$ cat src/ewald_short_range_pair_force_defines.svh
// assertion macros for the short-range pair force block
// used by the files that check their own logic, needs i_clk and i_rst_n in scope
`ifndef EWALD_SHORT_RANGE_PAIR_FORCE_DEFINES_SVH
`define EWALD_SHORT_RANGE_PAIR_FORCE_DEFINES_SVH

// clocking and reset qualifier shared by all checks
`define ESR_CLK_RST @(posedge i_clk) disable iff (!i_rst_n)

// concurrent check with a message
`define ESR_ASSERT(label, prop, msg) \
    label: assert property (`ESR_CLK_RST prop) else $error(msg);

`endif

$ cat src/esr_pkg.sv
// shared types, constants and fixed-point helpers of the pair force block
// no dependencies
package esr_pkg;

    localparam int TABLE_DEPTH = 1024;
    localparam int IDX_W       = $clog2(TABLE_DEPTH);
    localparam int Q_DEPTH     = 4;
    localparam int QP_W        = $clog2(Q_DEPTH);

    localparam logic [IDX_W-1:0] K_MAX = IDX_W'(TABLE_DEPTH - 3);

    localparam logic signed [47:0] MAX47 = 48'sh7FFF_FFFF_FFFF;
    localparam logic signed [47:0] MIN47 = 48'sh8000_0000_0000;
    localparam logic [16:0] ONE_Q16   = 17'd65536;
    localparam logic [15:0] HALF_Q16  = 16'd32768;
    localparam logic [15:0] SIXTH_Q16 = 16'd10923;

    localparam logic KIND_PAIR  = 1'b0;
    localparam logic KIND_TOTAL = 1'b1;

    localparam logic [2:0] CFG_BOX_LOW_X  = 3'd0;
    localparam logic [2:0] CFG_BOX_HIGH_X = 3'd1;
    localparam logic [2:0] CFG_BOX_LOW_Y  = 3'd2;
    localparam logic [2:0] CFG_BOX_HIGH_Y = 3'd3;
    localparam logic [2:0] CFG_BOX_LOW_Z  = 3'd4;
    localparam logic [2:0] CFG_BOX_HIGH_Z = 3'd5;
    localparam logic [2:0] CFG_CUTOFF_SQ  = 3'd6;
    localparam logic [2:0] CFG_INV_SPC_SQ = 3'd7;

    typedef enum logic [1:0] {
        OP_LOAD   = 2'd0,
        OP_START  = 2'd1,
        OP_NEIGH  = 2'd2,
        OP_FINISH = 2'd3
    } t_op;

    typedef logic signed [49:0] t_opnd;

    typedef struct packed {
        t_op                op;
        logic [9:0]         index;
        logic signed [31:0] pos_x;
        logic signed [31:0] pos_y;
        logic signed [31:0] pos_z;
        logic signed [15:0] charge;
        logic signed [31:0] force_word;
        logic signed [31:0] energy_word;
    } t_item;

    typedef struct packed {
        logic signed [31:0] box_low_x;
        logic signed [31:0] box_high_x;
        logic signed [31:0] box_low_y;
        logic signed [31:0] box_high_y;
        logic signed [31:0] box_low_z;
        logic signed [31:0] box_high_z;
        logic [47:0]        cutoff_sq;
        logic [31:0]        inv_spc_sq;
    } t_cfg;

    typedef struct packed {
        logic               kind;
        logic [9:0]         particle_id;
        logic signed [47:0] force_x;
        logic signed [47:0] force_y;
        logic signed [47:0] force_z;
        logic signed [47:0] energy;
        logic signed [47:0] virial;
    } t_result;

    typedef struct packed {
        logic  start;
        t_opnd a;
        t_opnd b;
    } t_mul_req;

    typedef struct packed {
        logic               busy;
        logic               done;
        logic signed [47:0] q;
        logic [95:0]        prod;
    } t_mul_rsp;

    // clamp a wide signed sum to 48 bits
    function automatic logic signed [47:0] sat48(input t_opnd v);
        logic signed [47:0] r;
        if (v > t_opnd'(MAX47)) r = MAX47;
        else if (v < t_opnd'(MIN47)) r = MIN47;
        else r = v[47:0];
        return r;
    endfunction

    // floor(product / 2^16) from magnitude product and sign, saturated
    function automatic logic signed [47:0] mulq_fin(input logic [95:0] p, input logic neg);
        logic [47:0]        q;
        logic [48:0]        qn;
        logic signed [47:0] r;
        q  = p[63:16];
        qn = {1'b0, q} + 49'(|p[15:0]);
        if (|p[95:64]) r = neg ? MIN47 : MAX47;
        else if (!neg) r = q[47] ? MAX47 : q;
        else if (qn > 49'h1_0000_0000_0000 >> 1) r = MIN47;
        else r = 48'(-qn);
        return r;
    endfunction

endpackage

$ cat src/esr_mul.sv
// shared iterative multiplier: 48x48 magnitude product in four 24x24 steps
// depends on esr_pkg
module esr_mul import esr_pkg::*; (
    input  logic     i_clk,
    input  logic     i_rst_n,
    input  t_mul_req i_req,
    output t_mul_rsp o_rsp
);
    typedef enum logic [1:0] {M_IDLE, M_RUN, M_FIN} t_mstate;

    t_mstate            r_state;
    logic [47:0]        r_ma, r_mb;
    logic               r_neg, r_done;
    logic [1:0]         r_cnt;
    logic [95:0]        r_acc, r_prod;
    logic signed [47:0] r_q;
    t_opnd              abs_a, abs_b;
    logic [23:0]        pa, pb;
    logic [47:0]        pp;
    logic [95:0]        pp_sh;

    assign abs_a = i_req.a[49] ? -i_req.a : i_req.a;
    assign abs_b = i_req.b[49] ? -i_req.b : i_req.b;
    assign pa    = r_cnt[0] ? r_ma[47:24] : r_ma[23:0];
    assign pb    = r_cnt[1] ? r_mb[47:24] : r_mb[23:0];
    assign pp    = pa * pb;

    always_comb begin
        unique case (r_cnt)
            2'd0:    pp_sh = 96'(pp);
            2'd3:    pp_sh = 96'(pp) << 48;
            default: pp_sh = 96'(pp) << 24;
        endcase
    end

    always_ff @(posedge i_clk) begin
        if (!i_rst_n) begin
            r_state <= M_IDLE;
            r_done  <= 1'b0;
            r_cnt   <= '0;
        end else begin
            r_done <= 1'b0;
            unique case (r_state)
                M_IDLE: begin
                    if (i_req.start) begin
                        r_ma    <= abs_a[47:0];
                        r_mb    <= abs_b[47:0];
                        r_neg   <= i_req.a[49] ^ i_req.b[49];
                        r_acc   <= '0;
                        r_cnt   <= '0;
                        r_state <= M_RUN;
                    end
                end
                M_RUN: begin
                    r_acc <= r_acc + pp_sh;
                    r_cnt <= r_cnt + 1'b1;
                    if (r_cnt == 2'd3) r_state <= M_FIN;
                end
                M_FIN: begin
                    r_q     <= mulq_fin(r_acc, r_neg);
                    r_prod  <= r_acc;
                    r_done  <= 1'b1;
                    r_state <= M_IDLE;
                end
                default: r_state <= M_IDLE;
            endcase
        end
    end

    assign o_rsp.busy = (r_state != M_IDLE);
    assign o_rsp.done = r_done;
    assign o_rsp.q    = r_q;
    assign o_rsp.prod = r_prod;

endmodule

$ cat config.mk
export PLATFORM = sky130hd
export DESIGN_NAME = esr_mul
export DESIGN_NICKNAME = d
export VERILOG_FILES = /design/src/ewald_short_range_pair_force_defines.svh /design/src/esr_pkg.sv /design/src/esr_mul.sv
export SDC_FILE = /design/constraint.sdc
export NUM_CORES = 2
export LEC_CHECK = 0
export ABC_CLOCK_PERIOD_IN_PS = 19730
export BUFFER_PORTS_ARGS = -buffer_cell sky130_fd_sc_hd__buf_2
export CAP_MARGIN = 10
export CELL_PAD_IN_SITES_DETAIL_PLACEMENT = 1
export CELL_PAD_IN_SITES_GLOBAL_PLACEMENT = 2
export CORE_ASPECT_RATIO = 0.75
export CORE_MARGIN = 2
export CORE_UTILIZATION = 30
export CTS_CLUSTER_SIZE = 16
export DETAILED_ROUTE_END_ITERATION = 8
export GPL_ROUTABILITY_DRIVEN = 0
export PLACE_DENSITY_LB_ADDON = 0.1
export RECOVER_POWER = 50
export SLEW_MARGIN = 20
export SYNTH_ARGS = -nofsm -noshare
export SYNTH_HDL_FRONTEND = slang
export SYNTH_SLANG_ARGS = --single-unit
$ cat constraint.sdc
create_clock -name i_clk -period 19.73 [get_ports i_clk]
set_input_delay 2.9595 -clock i_clk [delete_from_list [all_inputs] [get_ports i_clk]]
set_output_delay 2.9595 -clock i_clk [all_outputs]
set_load 0.02 [all_outputs]
# Word level (Yosys, flattened, before mapping)
# Cells that the tools add are included.
op_classes:
  mul: 1
  n_mux: 18
  eq_ne: 5
  add_sub_neg: 6
  reduce_logical: 11
  n_lt_le_gt_ge: 1
  bitwise_logic: 1
op_table:
  columns: ["operator", "count"]
  rows:
  - ["96-bit one-hot mux with 2 select lines", 2]
  - ["48-bit two-way mux", 6]
  - ["48-bit negator", 3]
  - ["96-bit adder", 1]
  - ["96-bit two-way mux", 1]
  - ["48-bit by 1-bit adder with 49-bit output", 1]
  - ["49-bit by 48-bit > comparator with 1-bit output, second input constant", 1]
  - ["24-bit by 24-bit multiplier with 48-bit output", 1]
  - ["24-bit two-way mux", 2]
  - ["47-bit two-way mux", 1]
  - ["32-bit OR reduction", 1]
  - ["16-bit OR reduction", 1]
  - ["2-bit one-hot mux with 2 select lines", 2]
  - ["2-bit two-way mux", 3]
  - ["2-bit AND reduction", 3]
  - ["3-bit AND reduction", 2]
  - ["2-bit equality test, second input constant", 2]
  - ["2-bit zero test", 2]
  - ["2-bit inequality test, second input constant", 2]
  - ["2-bit nonzero test", 2]
  - ["2-bit by 1-bit adder with 2-bit output, second input constant", 1]
  - ["2-bit by 1-bit equality test with 1-bit output, second input constant", 1]
  - ["1-bit two-way mux", 1]
  - ["1-bit bitwise XOR", 1]
word_totals:
  ff_bits: 342
  wordCells: 52
  input_bits: 103

# Longest topological paths before layout
logic_depth:
  word_depth: 6
  mapped_depth: 42
  ltp_nobuf: 38

# Least setup slack after synthesis
# No wires, ideal clock.
synth_timing:
  path_type: "input -> register"
  start: "input port i_rst_n"
  end: "register r_prod[0] (enable)"
  setup_slack_ps: 5435
  path_stages: 2
  t_arrival_ps: 13442
  cell_sequence: "inv_1 > nor3b_1"
synth_via:
  elab_chain_len: 1
synth_rtl:
  columns: ["element", "line", "source"]
  rows:
  - ["from (decl)", "esr_mul.sv:5", "input logic i_rst_n,"]
  - ["2-bit AND reduction (no source line)", null, null]
  - ["to (signal assigned)", "esr_mul.sv:61", "r_prod <= r_acc;"]
  - ["to (decl)", "esr_mul.sv:15", "logic [95:0] r_acc, r_prod;"]
# Every way passes these cells.
# A chain may end at the register's enable or synchronous reset.

# Final worst setup path
layout_timing:
  start: "register r_cnt[0]"
  end: "register r_acc[80] (data pin)"
layout_via:
  elab_chain_len: 5
  elab_cells_between_ends: 7
  cone_classes: "add/sub (1); mul (1); eq/ne (1); mux (3); reduce/logical (1)"
layout_rtl:
  columns: ["element", "line", "source"]
  rows:
  - ["from (decl)", "esr_mul.sv:14", "logic [1:0] r_cnt;"]
  - ["from (signal assigned)", "esr_mul.sv:56", "r_cnt <= r_cnt + 1'b1;"]
  - ["24-bit two-way mux", "esr_mul.sv:24", "assign pa = r_cnt[0] ? r_ma[47:24] : r_ma[23:0];"]
  - ["24-bit by 24-bit multiplier with 48-bit output", "esr_mul.sv:26", "assign pp = pa * pb;"]
  - ["96-bit one-hot mux with 2 select lines (*)", "esr_mul.sv:29", "unique case (r_cnt)"]
  - ["96-bit adder (*)", "esr_mul.sv:55", "r_acc <= r_acc + pp_sh;"]
  - ["96-bit one-hot mux with 2 select lines (*)", "esr_mul.sv:43", "unique case (r_state)"]
  - ["to (signal assigned)", "esr_mul.sv:55", null]
  - ["to (decl)", "esr_mul.sv:15", null]
# Mark *: on every way between the ends. The rest lies on a longest branch, timed or not.

==> out/results.tsv <==
stage	metric	value	unit
timing	fin_setup_tns	0	ps
setup_path	startpoint_type	flip-flop	
clocking	cts_tree	done	
yosys	ys_ff_latch	342	
timing	fin_crit	15170	ps
drt	totalWireLength	166	mm
place	io_buffers	246	
global_routing	grt_max_degree	76	
cells_and_area	layout-drive-gt1-share	0.0762	
yosys	synth.distinct_cells	95	
clocking	clockRootBuffer	clkbuf_16	
floorplan	die_y	330	um
floorplan	core_area	140000	um^2
drt	drt_iter0_markers	2427	
cells_and_area	multi_input_area	29000	um^2
drt	route.detailed.drc	0	
yosys	synth_edf_count	337	
cells_and_area	area_growth_syn_to_layout	11.1	%
yosys	async_reset_ff_frac	0	
floorplan	boundaryPins	249	
timing	drv_slew	346	
timing	max_freq	65.9	MHz
cells_and_area	nFillCells	16300	
global_routing	track_usage	0.228	
cells_and_area	layout_common_cells	inv_1, nand2_1, nor2_1, fa_1, edfxtp_1	
clocking	postCtsSetupBuffers	0	
global_routing	grt_overflow_total	0	
timing	fin_skew	62.8	ps
clocking	htree_levels	2	
setup_path	worstSetupEndpointType	flip-flop	
yosys	syn-instance-count	4645	
yosys	synth_seq_area_share	0.241	
drt	wire_per_inst	24.7	um
yosys	synthFlopType	edfxtp_1	
clocking	cts_buffer_depth	3	
run_status	status	finished, violations left	
global_routing	grt_antenna_before_repair	6	
drt	vias	34600	
timing	rsz0062_at_grt	no	
clocking	cts_hold_buf	0	
cells_and_area	seq_area	10200	um^2
min_path	min-delay-path-class	reg -> reg	
global_routing	grt_pass1_wl	244	mm
setup_path	slowest_stage	clkbuf_1	
timing	fin_crit_sh	0.769	
yosys	synth_fp_nets	5508	
clocking	clk_latency	660	ps
drt	viasPerCell	5.16	
clocking	clk_pin_slew	60	ps
clocking	cts_resized	0	
floorplan	die_x	438	um
global_routing	grt_pass1_vias	35300	
setup_path	cp.arrival	15570	ps
timing	hold_viol	0	
drt	postRouteAntennaNets	0	
clocking	cts_buffers	45	
yosys	yosys_warnings	0	
setup_path	path_class	reg -> reg	
setup_path	worst_path_most_repeated_cell	fa_1	
cells_and_area	final_common_cell	inv_1	
clocking	numClockSinks	342	
run_status	violations	max-capacitance violations, max-slew violations	
drt	drtPass1Iterations	5	
timing	setup_violations	0	
timing	tightest_slew	3820	ps
cells_and_area	final_nets	5659	
setup_path	max_stage_delay	2610	ps
yosys	avgSynthCellArea	9.12	um^2
timing	slew_headroom	-1.54	
floorplan	initial_core_util	0.302	
yosys	synth_area	42400	um^2
place	dp_hpwl	133	mm
setup_path	crit_fanout	52	
job	maxCapViolations	8	
setup_path	crit_required	20120	ps
floorplan	num_rows	119	
floorplan	die-area	144000	um^2
==> stage by stage <==
step / worst slack [ps] / std cells / utilization / hold slack [ps] / cell area, um^2
finish: 4560 / 6708 / 0.336 / 517 / 47100
global route: 3770 / 6706 / 0.336 / 549 / 47100
CTS: 6930 / 6706 / 0.337 / 530 / 47300
detailed placement: 6930 / 6624 / 0.326 / 497 / 45700
global placement: 7050 / 6624 / 0.326 / 505 / 45700
floorplan: 5430 / 4645 / - / 451 / 42400
==> cells in the mapped netlist, drive strengths merged (31+ instances only) <==
cell type | instances | area share
a21o | 65 | 0.012
nor2 | 492 | 0.044
a22o | 33 | 0.0068
inv | 635 | 0.056
or3 | 35 | 0.0052
nand4 | 75 | 0.011
nand3 | 85 | 0.010
o31ai | 50 | 0.0096
mux2i | 54 | 0.013
xor2 | 52 | 0.011
a31oi | 31 | 0.0046
buf | 35 | 0.0051
o21bai | 36 | 0.0064
xnor2 | 204 | 0.042
edfxtp | 337 | 0.24
o21ai | 165 | 0.019
and3 | 38 | 0.0056
nor4 | 43 | 0.0066
nor3 | 74 | 0.0092
nand2 | 506 | 0.045
a21oi | 209 | 0.025
and2 | 68 | 0.010
mux2 | 45 | 0.012
fa | 483 | 0.23
ha | 277 | 0.082
clkbuf | 181 | 0.016
==> path summary, 6_finish.rpt <==
path,from,end,slack [ps],cells after the start
setup / recovery,r_cnt[0]$_SDFFE_PN0P_,r_acc[80]$_SDFFCE_PN0P_,4560,37
hold reg to reg,r_acc[7]$_SDFFCE_PN0P_,r_prod[7]$_DFFE_PP_,520,0
hold / removal,r_acc[7]$_SDFFCE_PN0P_,r_prod[7]$_DFFE_PP_,520,0
setup reg to reg,r_cnt[0]$_SDFFE_PN0P_,r_acc[80]$_SDFFCE_PN0P_,4560,37
==> cell type report <==
class | count | share of cell area
sequential | 342 | 0.217
clock buffer | 52 | 0.0251
tap | 1875 | 0.0498
antenna | 2 | 0.000106
clock inverter | 30 | 0.00739
inverter | 635 | 0.0506
multi-input combinational | 3452 | 0.616
timing repair buffer | 320 | 0.0334
==> metal layers <==
layer  routed length [um]  track usage
met2                67200        0.322
met3                 7870       0.0248
met1                89200        0.374
met4                 1620       0.0282
met5                    0            0
==> sequential cells by signal, indices dropped and copies added (netlist names) <==
name,count
r_mb,48
r_q,48
r_ma,48
r_cnt,2
r_state,2
r_prod,96
r_neg,1
r_done,1
r_acc,96
==> cell families (layout without fill, tap and decap cells) <==
logic type	Yosys count	in the layout	synth area share
flip-flops	342	342	0.241
buffers and inverters	851	1037	0.0775
adder cells (fa/ha/maj)	760	760	0.310
XOR/XNOR	256	256	0.0531
AND/OR/NAND/NOR	1540	1540	0.169
multiplexers	100	100	0.0252
AO/OA/AOI/OAI	796	796	0.124
other	0	2	0
==> critical path, delay by kind of cell (launching register included) <==
kind	cells	cell delay, ps
adders and majority gates	9	3980
muxes	2	550
and+or+nand+nor	9	1830
AOI/OAI and AO/OA	9	3880
buffers and inverters	8	4240
DFF	1	310
Power is not shown: default switching activity piles up to over one toggle a cycle in this logic, so the estimate is an artifact.
