--- src/ewald_short_range_pair_force_defines.svh ---
// assertion macros for the short-range pair force block
// used by the files that check their own logic, needs i_clk and i_rst_n in scope
`ifndef EWALD_SHORT_RANGE_PAIR_FORCE_DEFINES_SVH
`define EWALD_SHORT_RANGE_PAIR_FORCE_DEFINES_SVH

// clocking and reset qualifier shared by all checks
`define ESR_CLK_RST @(posedge i_clk) disable iff (!i_rst_n)

// concurrent check with a message
`define ESR_ASSERT(label, prop, msg) \
    label: assert property (`ESR_CLK_RST prop) else $error(msg);

`endif

--- src/esr_pkg.sv ---
// shared types, constants and fixed-point helpers of the pair force block
// no dependencies
package esr_pkg;

    localparam int TABLE_DEPTH = 1024;
    localparam int IDX_W       = $clog2(TABLE_DEPTH);
    localparam int Q_DEPTH     = 4;
    localparam int QP_W        = $clog2(Q_DEPTH);

    localparam logic [IDX_W-1:0] K_MAX = IDX_W'(TABLE_DEPTH - 3);

    localparam logic signed [47:0] MAX47 = 48'sh7FFF_FFFF_FFFF;
    localparam logic signed [47:0] MIN47 = 48'sh8000_0000_0000;
    localparam logic [16:0] ONE_Q16   = 17'd65536;
    localparam logic [15:0] HALF_Q16  = 16'd32768;
    localparam logic [15:0] SIXTH_Q16 = 16'd10923;

    localparam logic KIND_PAIR  = 1'b0;
    localparam logic KIND_TOTAL = 1'b1;

    localparam logic [2:0] CFG_BOX_LOW_X  = 3'd0;
    localparam logic [2:0] CFG_BOX_HIGH_X = 3'd1;
    localparam logic [2:0] CFG_BOX_LOW_Y  = 3'd2;
    localparam logic [2:0] CFG_BOX_HIGH_Y = 3'd3;
    localparam logic [2:0] CFG_BOX_LOW_Z  = 3'd4;
    localparam logic [2:0] CFG_BOX_HIGH_Z = 3'd5;
    localparam logic [2:0] CFG_CUTOFF_SQ  = 3'd6;
    localparam logic [2:0] CFG_INV_SPC_SQ = 3'd7;

    typedef enum logic [1:0] {
        OP_LOAD   = 2'd0,
        OP_START  = 2'd1,
        OP_NEIGH  = 2'd2,
        OP_FINISH = 2'd3
    } t_op;

    typedef logic signed [49:0] t_opnd;

    typedef struct packed {
        t_op                op;
        logic [9:0]         index;
        logic signed [31:0] pos_x;
        logic signed [31:0] pos_y;
        logic signed [31:0] pos_z;
        logic signed [15:0] charge;
        logic signed [31:0] force_word;
        logic signed [31:0] energy_word;
    } t_item;

    typedef struct packed {
        logic signed [31:0] box_low_x;
        logic signed [31:0] box_high_x;
        logic signed [31:0] box_low_y;
        logic signed [31:0] box_high_y;
        logic signed [31:0] box_low_z;
        logic signed [31:0] box_high_z;
        logic [47:0]        cutoff_sq;
        logic [31:0]        inv_spc_sq;
    } t_cfg;

    typedef struct packed {
        logic               kind;
        logic [9:0]         particle_id;
        logic signed [47:0] force_x;
        logic signed [47:0] force_y;
        logic signed [47:0] force_z;
        logic signed [47:0] energy;
        logic signed [47:0] virial;
    } t_result;

    typedef struct packed {
        logic  start;
        t_opnd a;
        t_opnd b;
    } t_mul_req;

    typedef struct packed {
        logic               busy;
        logic               done;
        logic signed [47:0] q;
        logic [95:0]        prod;
    } t_mul_rsp;

    // clamp a wide signed sum to 48 bits
    function automatic logic signed [47:0] sat48(input t_opnd v);
        logic signed [47:0] r;
        if (v > t_opnd'(MAX47)) r = MAX47;
        else if (v < t_opnd'(MIN47)) r = MIN47;
        else r = v[47:0];
        return r;
    endfunction

    // floor(product / 2^16) from magnitude product and sign, saturated
    function automatic logic signed [47:0] mulq_fin(input logic [95:0] p, input logic neg);
        logic [47:0]        q;
        logic [48:0]        qn;
        logic signed [47:0] r;
        q  = p[63:16];
        qn = {1'b0, q} + 49'(|p[15:0]);
        if (|p[95:64]) r = neg ? MIN47 : MAX47;
        else if (!neg) r = q[47] ? MAX47 : q;
        else if (qn > 49'h1_0000_0000_0000 >> 1) r = MIN47;
        else r = 48'(-qn);
        return r;
    endfunction

endpackage

--- src/esr_front.sv ---
// front end: takes stream words, decodes the mode and queues the items
// depends on esr_pkg and ewald_short_range_pair_force_defines.svh
module esr_front import esr_pkg::*; (
    input  logic         i_clk,
    input  logic         i_rst_n,
    input  logic         s_axis_tvalid,
    output logic         s_axis_tready,
    input  logic [191:0] s_axis_tdata,  // index, pos_x, pos_y, pos_z, charge, force word, energy word
    input  logic [1:0]   s_axis_tuser,  // mode
    input  logic         i_pop,
    output logic         o_q_valid,
    output t_item        o_q_item
);
    `include "ewald_short_range_pair_force_defines.svh"

    t_item          r_q [Q_DEPTH];
    logic [QP_W-1:0] r_wr_ptr, r_rd_ptr;
    logic [QP_W:0]   r_count;
    logic           push;
    t_item          item;

    always_comb begin
        item.op          = t_op'(s_axis_tuser);
        item.index       = s_axis_tdata[9:0];
        item.pos_x       = s_axis_tdata[41:10];
        item.pos_y       = s_axis_tdata[73:42];
        item.pos_z       = s_axis_tdata[105:74];
        item.charge      = s_axis_tdata[121:106];
        item.force_word  = s_axis_tdata[153:122];
        item.energy_word = s_axis_tdata[185:154];
    end

    assign s_axis_tready = (r_count != (QP_W+1)'(Q_DEPTH));
    assign push          = s_axis_tvalid && s_axis_tready;
    assign o_q_valid     = (r_count != '0);
    assign o_q_item      = r_q[r_rd_ptr];

    always_ff @(posedge i_clk) begin
        if (push) r_q[r_wr_ptr] <= item;
    end

    always_ff @(posedge i_clk) begin
        if (!i_rst_n) begin
            r_wr_ptr <= '0;
            r_rd_ptr <= '0;
            r_count  <= '0;
        end else begin
            if (push) r_wr_ptr <= r_wr_ptr + 1'b1;
            if (i_pop) r_rd_ptr <= r_rd_ptr + 1'b1;
            r_count <= r_count + (QP_W+1)'(push) - (QP_W+1)'(i_pop);
        end
    end

    `ESR_ASSERT(a_no_underflow, i_pop |-> r_count != '0, "queue popped while empty")
    `ESR_ASSERT(a_count_range, r_count <= (QP_W+1)'(Q_DEPTH), "queue count out of range")
    `ESR_ASSERT(a_full_stall, r_count == (QP_W+1)'(Q_DEPTH) && !i_pop |=> !$past(push),
        "word taken while queue full")

endmodule

--- config.mk ---
export PLATFORM = sky130hd
export DESIGN_NAME = esr_front
export DESIGN_NICKNAME = d
export VERILOG_FILES = /design/src/esr_pkg.sv /design/src/esr_front.sv
export VERILOG_INCLUDE_DIRS = /design/src /design/src/src
export SDC_FILE = /design/constraint.sdc
export NUM_CORES = 1
export LEC_CHECK = 0
export BUFFER_PORTS_ARGS = -buffer_cell sky130_fd_sc_hd__buf_2
export CORE_MARGIN = 1
export CORE_UTILIZATION = 57
export DETAILED_ROUTE_END_ITERATION = 8
export GPL_TIMING_DRIVEN = 0
export HOLD_SLACK_MARGIN = 0.05
export PLACE_DENSITY = 0.79
export SKIP_LAST_GASP = 1
export SYNTH_ARGS = -nofsm -noshare
export SYNTH_HDL_FRONTEND = slang
export SYNTH_SLANG_ARGS = --single-unit
--- constraint.sdc ---
create_clock -name i_clk -period 8.2 [get_ports i_clk]
set_input_delay 1.23 -clock i_clk [delete_from_list [all_inputs] [get_ports i_clk]]
set_output_delay 1.23 -clock i_clk [all_outputs]
set_load 0.1 [all_outputs]
# [After elaboration in Yosys (flattened, before gate mapping)]
# Memory sizes are Yosys's and may differ from the RTL's. A register that Yosys moved wholly into a read port is not among the register bits.
# Index checks and enable logic that the tools add are counted.
[word_totals] regBits=7 ram_bits=752 in_bits=198 n_memories=1
[mem_list] name="r_q" depth=4 width=188 rd=1 rd_ports_with_merged_regs=1 wr=1 line="esr_front.sv:16" rtl="t_item r_q [Q_DEPTH];"
[classes] n_addsub=4 eq_ne=1 mux=4 n_reduce_logical=2
[ops] operator="$add A2 B1 Y2 const B" count=2
[ops] operator="$mux W2" count=2
[ops] operator="$add A3 B1 Y3" count=1
[ops] operator="$ne A3 B3 Y1 const B" count=1
[ops] operator="$reduce_bool A3 Y1" count=1
[ops] operator="$sub A3 B1 Y3" count=1
[ops] operator="$mux W1" count=2
[ops] operator="$logic_and A1 B1 Y1" count=1

# [Depth between registers and ports, before layout]
# Gate-level depths: netlist (run 1).
[logic_depth] ltp_word=4 ltp_mapped=11

# [Worst setup path after synthesis (run 1)]
# No wires, ideal clock.
[synth_timing] path_type="in2reg" startpoint="in s_axis_tvalid" endpoint="mem r_q[0][0] in the netlist's numbering, enable pin" setup_time_ns=0.571 arrival_time_ns=5.946 t_required_ns=7.629 path_slack_ns=1.683 stages=2 cell_sequence="a21boi_1 > and2_1"
[synth_between] elab_chain_cells=3
[synth_rtl] element="start: declaration" line="esr_front.sv:6" rtl="input logic s_axis_tvalid,"
[synth_rtl] element="$logic_and A1 B1 Y1" line="esr_front.sv:34" rtl="assign push = s_axis_tvalid && s_axis_tready;"
[synth_rtl] element="$mux W1" line="esr_front.sv:39" rtl="if (push) r_q[r_wr_ptr] <= item;"
[synth_rtl] element="$mux W1 (not written as such)" line="esr_front.sv:39"
[synth_rtl] element="end: declaration" line="esr_front.sv:16"
# Every way passes these cells.

==> results of run 1 <==
## state kept, by name (all words and copies together) (netlist names), named ones only
register,cells
r_q,752
r_wr_ptr,2
r_rd_ptr,2
r_count,3
## cell usage in the layout (no fill, tap or decap), drive strengths merged, types with 2 or more instances in the layout
| master | instances |
|---|---|
| mux4 | 188 |
| clkinv | 33 |
| clkbuf | 95 |
| dfxtp | 9 |
| nand2 | 6 |
| xnor2 | 3 |
| edfxtp | 752 |
| mux2i | 2 |
| clkinvlp | 2 |
| buf | 428 |
| diode | 10 |
| bufinv | 6 |
| inv | 7 |
| ha | 6 |
| and2 | 9 |
## cell type report
cell class | count | area [sq um]
Timing Repair Buffer | 393 | 2260
Buffer | 43 | 299
Multi-Input combinational cell | 220 | 4500
Antenna cell | 10 | 25.0
Inverter | 5 | 18.8
Clock inverter | 43 | 359
Tap cell | 615 | 769
Clock buffer | 87 | 2010
Sequential cell | 761 | 22800
Fill cell | 2764 | 14700
## logic make-up after synthesis
kind of cell	Yosys count	share of synthesized area
flip-flops	761	0.826
buffers and inverters	48	0.0115
AO/OA/AOI/OAI	1	0.000272
adder cells (fa/ha/maj)	7	0.00345
AND/OR/NAND/NOR	18	0.00345
XOR/XNOR	4	0.00127
multiplexers	190	0.154
## power by group
group / internal, mW / leakage, nW / total [mW] / switching, mW
sequential: 4.70 / 6.96 / 4.79 / 0.0859
clock: 1.93 / 1.16 / 3.30 / 1.36
combinational: 0.543 / 3.02 / 2.72 / 2.17
## layer usage
| layer | vias to the layer above | wire length (um) | global-route usage |
|---|---|---|---|
| met5 | - | 97 | 0 |
| met1 | 6514 | 20200 | 0.286 |
| met4 | 14 | 1170 | 0.0746 |
| li1 | 5441 | - | - |
| met3 | 90 | 4640 | 0.0681 |
| met2 | 468 | 27400 | 0.362 |
## worst register-to-register path: stages, from the launching register on
cell	delay, ps
dfxtp_1	430
nor2_1	100
a21boi_1	540
and2_4	770
buf_16	350
buf_16	300
## worst min-delay path by stage
stage	startpoint	end
floorplan	r_wr_ptr[1]	r_wr_ptr[1]
CTS	r_wr_ptr[1]	r_wr_ptr[1]
finish	r_wr_ptr[1]	r_wr_ptr[1]
global route	r_wr_ptr[0]	r_wr_ptr[0]
detailed placement	r_wr_ptr[1]	r_wr_ptr[1]
global placement	r_wr_ptr[0]	r_wr_ptr[0]
## per-stage QoR
step	cells	TNS (ps)	setup WS, ps
after detailed placement	2037	0	4370
after global routing	2172	0	3690
final	2177	0	3830
after global placement	2024	-1429320	-1930
after floorplan	1029	0	1680
after CTS	2167	0	3700
==> impl_metrics.tcl, run 1 <==
set metrics [dict create \
    ys_warn_count 0 \
    end_kind "primary output" \
    path_buf_inv 4 \
    power.total_mw 10.8 \
    tritoncts "yes" \
    drt_pass1_iterations 4 \
    die_h_um 222 \
    synthesis.area_sq_um 27600 \
    dp_hpwl_mm 32.8 \
    fin_area_sq_um 33000 \
    worstPathMaxFanout 10 \
    boundaryPins 388 \
    period_share 0.532 \
    synth_largest_area_cell "edfxtp_1" \
    syn_inst 1029 \
    initial_core_util 0.577 \
    portBuffers 380 \
    drive_gt1_frac 0.466 \
    cts_root_buf "clkbuf_16" \
    drt-initial-drc-count 855 \
    clockBufferDepth 3 \
    antenna_found_initial 14 \
    vdd_drop_max_v 0.000295 \
    slew_headroom 0.396 \
    grt_pass1_vias 13100 \
    async_flop_share 0 \
    h-tree-depth 3 \
    post-route-util 0.691 \
    r2r_cells 5 \
    vias_per_cell 5.75 \
    p_per_area_nw_per_um2 327 \
    vias 12500 \
    fin_nets 1703 \
    grt-ovfl-total 0 \
    yosysTopAreaCellShare 0.819 \
    synth-seq-cells 761 \
    die_w_um 222 \
    skew_ps 13.3 \
    crit_family "buffers and inverters" \
    outcome "completed" \
    min_delay_path_depth 2 \
    yosysMostFrequentCell "edfxtp_1" \
    rr_startpoint "r_count[1]" \
    worst_path_most_repeated_cell "buf_2" \
    timing.hold.ws_ps 499 \
    hold_viol_final 0 \
    grt_usage 0.221 \
    cts_resized 0 \
    synth_nets 1234 \
    synth_area_leaders "edfxtp_1 82%, mux4_2 15%, dfxtp_1 0.65%, buf_6 0.61%, buf_2 0.36%" \
    synth_flop_cell "edfxtp_1" \
    core-area_sq_um 47700 \
    endpoint "o_q_item[83]" \
    worstPathArrival_ps 3140 \
    wl_per_cell_um 24.6 \
    crit_required_ps 6970 \
    rsz0062_at_grt "false" \
    area_growth_pct 19.7 \
    routabilityCongestion 0.760 \
    drt-total-wl_mm 53.5 \
    rows 80 \
    setup_viol 0 \
    cts_buffers 74 \
    cp_num_cells 5 \
    detail-route-antenna-nets 0 \
    cap_violations 0 \
    drcViolationCount 0 \
    yosysSeqAreaShare 0.826 \
    cts_setup_buffers 0 \
    grt_pass1_wl_mm 79.8 \
    cpPeakStageDelay_ps 720 \
    r2r_slack_ps 5300 \
    grt_max_degree 57 \
    cts.sinks 761 \
    synth_cell_types 18 \
    place_area_sq_um 30600 \
    dieArea_sq_um 49200 \
    syn_area_per_cell_sq_um 26.8 \
    leakage_nw 11.1 \
    ctsHoldBuffers 0 \
    worstHoldPathType "reg2reg" \
    crit_chain "buf_2 -> clkbuf_1 -> buf_2 -> mux4_2 -> buf_2" \
    period_minus_slack_ps 4370 \
    worstSetupPathType "reg2out" \
    ys_top_cells_by_count "752 x edfxtp_1, 188 x mux4_2, 20 x buf_2, 15 x buf_6" \
    fmax_ghz 0.229 \
    crit_slowest_cell "clkbuf_1" \
    clkSlewWorstSetupHoldPaths_ps 60 \
    critPathLaunchType "register" \
    slew_viol_final 0 \
    synth_edf_count 752 \
    r2r-end "r_q[2][114]" \
    clk-insertion-delay-late_ps 610 \
    tightest_slew_ps 906 \
]
(Power assumes the default switching activity.)
==> run 2: changes to the inputs <==
--- a/config.mk
+++ b/config.mk
@@ -8,11 +8,11 @@
 export LEC_CHECK = 0
 export BUFFER_PORTS_ARGS = -buffer_cell sky130_fd_sc_hd__buf_2
 export CORE_MARGIN = 1
-export CORE_UTILIZATION = 57
+export CORE_UTILIZATION = 51
 export DETAILED_ROUTE_END_ITERATION = 8
 export GPL_TIMING_DRIVEN = 0
 export HOLD_SLACK_MARGIN = 0.05
-export PLACE_DENSITY = 0.79
+export PLACE_DENSITY = 0.75
 export SKIP_LAST_GASP = 1
 export SYNTH_ARGS = -nofsm -noshare
 export SYNTH_HDL_FRONTEND = slang
==> constraint.sdc (replaced) <==
create_clock -name i_clk -period 3.9 [get_ports i_clk]
set_input_delay 0.585 -clock i_clk [delete_from_list [all_inputs] [get_ports i_clk]]
set_output_delay 0.585 -clock i_clk [all_outputs]
set_load 0.1 [all_outputs]
==> impl_metrics.tcl, run 2 (synthesis gave the netlist of run 1 again) <==
set metrics [dict create \
    critPathLaunchType "register" \
    internal_power_mw 15.3 \
    rsz0062_at_grt "false" \
    power_frac_seq 0.437 \
    drt_pass1_iterations 5 \
    end_kind "primary output" \
    ctsHoldBuffers 0 \
    dp_hpwl_mm 32.8 \
    antenna_found_initial 15 \
    place_area_sq_um 30700 \
    power_switching_mw 7.68 \
    leakage_nw 11.2 \
    swShare 0.334 \
    cpPeakStageDelay_ps 510 \
    grt_pass1_wl_mm 78.6 \
    core-area_sq_um 53000 \
    worstPathArrival_ps 2890 \
    p_comb_frac 0.248 \
    outcome "completed" \
    num-fill-cells 3523 \
    slew_headroom 0.495 \
    period_minus_slack_ps 3480 \
    fin_area_sq_um 33200 \
    boundaryPins 388 \
    dieArea_sq_um 55000 \
    multi_input_area_sq_um 4500 \
    grt_max_degree 56 \
    cap_violations 0 \
    largest_reg_flops 752 \
    hold_viol_final 0 \
    cts_setup_buffers 0 \
    drcViolationCount 0 \
    clockBufferDepth 3 \
    worstSetupPathType "reg2out" \
    vdd_drop_max_v 0.000657 \
    initial_core_util 0.520 \
    fmax_ghz 0.288 \
    drive_gt1_frac 0.467 \
    cts_resized 0 \
    fin_nets 1703 \
    die_h_um 234 \
    tightest_slew_ps 758 \
    skew_ps 12.7 \
    h-tree-depth 3 \
    worstPathMaxFanout 17 \
    drt-total-wl_mm 53.5 \
    clkSlewWorstSetupHoldPaths_ps 60 \
    routabilityCongestion 0.742 \
    finalSetupTns_ps 0 \
    layout_common_cells "752 x edfxtp_1, 400 x buf_2, 188 x mux4_2" \
    post-route-util 0.626 \
    top_regs "r_q x752, r_count x3" \
    vias_per_cell 5.55 \
    setup_viol 0 \
    crit_family "buffers and inverters" \
    cts.sinks 761 \
    area_growth_pct 20.4 \
    drt-initial-drc-count 784 \
    die_w_um 234 \
    grt_pass1_vias 13000 \
    crit_required_ps 3310 \
    slew_viol_final 0 \
    rows 84 \
    regArea_sq_um 22800 \
    crit_slowest_cell "buf_2" \
    p_per_area_nw_per_um2 693 \
    tritoncts "yes" \
    path_buf_inv 4 \
    cts_buffers 76 \
    worstHoldPathType "in2reg" \
    portBuffers 380 \
    clk-insertion-delay-late_ps 600 \
    vias 12500 \
    p_clk_frac 0.316 \
    regMostFlops "r_q" \
    cts_root_buf "clkbuf_16" \
    crit_chain "buf_2 -> buf_2 -> buf_2 -> mux4_2 -> buf_2" \
    power.total_mw 23.0 \
    grt-ovfl-total 0 \
    grt_usage 0.195 \
    wl_per_cell_um 23.7 \
    final_common_cell "edfxtp_1" \
    worst_path_most_repeated_cell "buf_2" \
    detail-route-antenna-nets 0 \
    period_share 0.891 \
]
[run 2: cell types whose count changed in the layout (fill, tap and decap cells not counted), moves of 2 or more]
cell,before,now
clkbuf_1,16,29
clkinv_2,14,11
bufinv_16,6,9
clkinvlp_4,2,4
clkinv_1,18,8
diode_2,10,6
[run 2: final timing paths]
kind / startpoint / end / slack [ps] / cells after the start
worst min register to register: r_wr_ptr[0] / r_wr_ptr[0] / 500 / 2
worst max-delay path: register / o_q_item[167] / 420 / 5
worst min-delay path: s_axis_tdata[170] / r_q[0][16] / 190 / 1
worst max register to register: r_count[1] / r_q[3][157] / 1090 / 5
[run 2: worst reg2reg max path, delay by kind of cell (launching register included)]
family                 cells  cell delay, ps
flip-flops                 1             420
AO/OA/AOI/OAI              1             560
AND/OR/NAND/NOR            2             720
buffers and inverters      2             650
[run 2: power by group through the flow]
stage	Combinational, mW	Clock [mW]	Sequential, mW
2_1_floorplan	4.65	0	10.2
3_3_place_gp	5.62	0	10.3
3_5_place_dp	5.76	0	10.2
4_1_cts	5.77	7.43	10.1
5_1_grt	5.91	7.74	10.1
6_report	5.70	7.26	10.0
[run 2: layout make-up]
type / instances / share of cell area
buffer: 42 / 0.00890
tap: 688 / 0.0259
antenna: 6 / 0.000452
multi-input combinational: 220 / 0.136
sequential: 761 / 0.686
clock buffer: 101 / 0.0617
timing repair buffer: 392 / 0.0673
inverter: 5 / 0.000566
clock inverter: 38 / 0.0138
[run 2: per-stage QoR]
stage,worst slack [ps],cells,hold slack [ps]
4_1_cts,309,2247,144
3_3_place_gp,-1970,2097,479
6_report,424,2253,194
5_1_grt,285,2250,161
2_1_floorplan,109,1029,468
3_5_place_dp,627,2109,499
[run 2: per-layer routing]
layer | global-route usage | up-vias | routed length, um
li1 | - | 5411 | -
met1 | 0.255 | 6545 | 21000
met4 | 0.0675 | 20 | 1250
met3 | 0.0637 | 100 | 4670
met2 | 0.309 | 433 | 26400
met5 | 0 | - | 126
==> run 3: changes to the inputs <==
--- a/config.mk
+++ b/config.mk
@@ -8,11 +8,12 @@
 export LEC_CHECK = 0
 export BUFFER_PORTS_ARGS = -buffer_cell sky130_fd_sc_hd__buf_2
 export CORE_MARGIN = 1
-export CORE_UTILIZATION = 51
+export CORE_UTILIZATION = 53
+export CTS_BUF_LIST = sky130_fd_sc_hd__clkbuf_2
 export DETAILED_ROUTE_END_ITERATION = 8
 export GPL_TIMING_DRIVEN = 0
 export HOLD_SLACK_MARGIN = 0.05
-export PLACE_DENSITY = 0.75
+export PLACE_DENSITY = 0.78
 export SKIP_LAST_GASP = 1
 export SYNTH_ARGS = -nofsm -noshare
 export SYNTH_HDL_FRONTEND = slang
==> impl_metrics.tcl, run 3 (synthesis gave the netlist of run 1 again) <==
set metrics [dict create \
    cts.sinks 761 \
    grt_util_met1 0.287 \
    drive_gt1_frac 0.425 \
    regMostFlops "r_q" \
    r2r-end "r_q[2][70]" \
    crit_slowest_cell "mux4_2" \
    r2r_cells 5 \
    worstPathMaxFanout 10 \
    drt-initial-drc-count 1022 \
    clkSlewWorstSetupHoldPaths_ps 90 \
    grt_pass1_vias 16500 \
    cts_buffers 175 \
    min_delay_path_depth 5 \
    num-fill-cells 2938 \
    critPathLaunchType "register" \
    r2r_slack_ps 1000 \
    clk-insertion-delay-late_ps 1300 \
    grt_max_degree 59 \
    dieArea_sq_um 52900 \
    path_buf_inv 4 \
    cts_root_buf "clkbuf_2" \
    drcViolationCount 0 \
    final_common_cell "edfxtp_1" \
    whs_endpoint "r_rd_ptr[1]" \
    rows 83 \
    wl_per_cell_um 23.5 \
    detail-route-antenna-nets 0 \
    grt_pass1_wl_mm 97.0 \
    rsz0062_at_grt "false" \
    fmax_ghz 0.271 \
    busiest_layer "met2" \
    clockBufferDepth 3 \
    top_regs "r_q x752, r_count x3" \
    antenna_found_initial 6 \
    crit_chain "buf_6 -> buf_12 -> buf_8 -> mux4_2 -> buf_4" \
    rr_startpoint "r_count[1]" \
    h-tree-depth 4 \
    fin_cells 2772 \
    leakage_nw 12.8 \
    period_share 0.945 \
    cpPeakStageDelay_ps 570 \
    grt-ovfl-total 0 \
    portBuffers 380 \
    gr-usage-met3 0.0815 \
    grtUsageMet2 0.434 \
    grt_usage 0.252 \
    tightest_slew_ps 814 \
    vias 15000 \
    layout_common_cells "752 x edfxtp_1, 383 x dlygate4sd3_1, 271 x buf_2" \
    cts_setup_buffers 0 \
    min-delay-start "i_pop" \
    crit_required_ps 3310 \
    end_kind "primary output" \
    post-route-util 0.708 \
    area_growth_pct 31.8 \
    skew_ps 95.7 \
    die_h_um 230 \
    vias_per_cell 5.41 \
    core-area_sq_um 51300 \
    period_minus_slack_ps 3690 \
    largest_reg_flops 752 \
    boundaryPins 388 \
    worstSetupPathType "reg2out" \
    p_per_area_nw_per_um2 582 \
    crit_family "buffers and inverters" \
    tritoncts "yes" \
    vdd_drop_max_v 0.000466 \
    initial_core_util 0.537 \
    cap_violations 0 \
    worstHoldPathType "in2reg" \
    drt-total-wl_mm 65.0 \
    routabilityCongestion 0.735 \
    timing.hold.ws_ps 305 \
    setup_viol 0 \
    die_w_um 230 \
    worstPathArrival_ps 3100 \
    placedCellCount 2103 \
    dp_hpwl_mm 33.7 \
    outcome "completed" \
    fin_nets 2188 \
    drt_pass1_iterations 7 \
    slew_viol_final 0 \
    hold_viol_final 0 \
    finalSetupTns_ps 0 \
    slew_headroom 0.457 \
]
==> run 3: cell types whose count changed in the layout (fill, tap and decap cells not counted), sizes merged <==
cell         delta
dlygate4sd3   +383
clkbuf        +155
bufinv          -8
buf             -4
clkinv          +3
diode           -3
inv             +2
clkinvlp        -1
==> run 3: repair_timing <==
item,CTS,global route
hold buffers,383,0
endpoints found under the setup margin,180,74
resized for setup,136,10
endpoints found under the hold margin,842,0
pin swaps,0,0
==> run 3: metal layers <==
layer	share of wire	up-vias
li1	-	6465
met1	0.35	7680
met2	0.53	706
met3	0.083	130
met4	0.032	6
met5	0.00068	-
==> run 3: final cells by class <==
| type | count | area [sq um] | share of cell area |
|---|---|---|---|
| sequential | 761 | 22800 | 0.627 |
| multi-input combinational | 220 | 4500 | 0.124 |
| clock buffer | 249 | 1250 | 0.0343 |
| clock inverter | 34 | 171 | 0.00472 |
| tap | 680 | 851 | 0.0234 |
| inverter | 5 | 18.8 | 0.000517 |
| timing repair buffer | 777 | 6410 | 0.176 |
| antenna | 3 | 7.51 | 0.000207 |
| buffer | 43 | 372 | 0.0102 |
==> run 3: how the worst max path moves through the flow <==
stage	start	endpoint	slack [ps]	cells past startpoint
floorplan	s_axis_tvalid	r_q[0][0]	110	2
detailed placement	register	o_q_item[76]	710	5
finish	register	o_q_item[99]	210	5
CTS	register	o_q_item[18]	-60	4
global route	register	o_q_item[99]	3	5
global placement	s_axis_tvalid	r_q[1][64]	-1870	3
==> run 3: where the power goes <==
group          switching [mW]  leakage [nW]  total (mW)  internal (mW)
registers               0.208          6.96        10.1           9.86
clock network            3.03          1.11        4.78           1.75
logic                    4.71          4.77        6.30           1.59
==> run 3: worst register-to-register path, cell delays in order, from the launching register on <==
cell and delay (ps):
dfxtp_1 450, nor2_1 90, a21boi_1 540, and2_4 710
buf_16 340, buf_16 320
==> run 3: stage by stage <==
| step | instance area (sq um) | setup WS, ps | power, mW |
|---|---|---|---|
| after floorplan | 27600 | 109 | 14.9 |
| after global placement | 30300 | -1870 | 15.9 |
| after CTS | 36300 | -62.5 | 21.1 |
| after detailed placement | 30700 | 714 | 16.0 |
| after global routing | 36300 | 2.57 | 21.9 |
| final | 36300 | 214 | 21.2 |
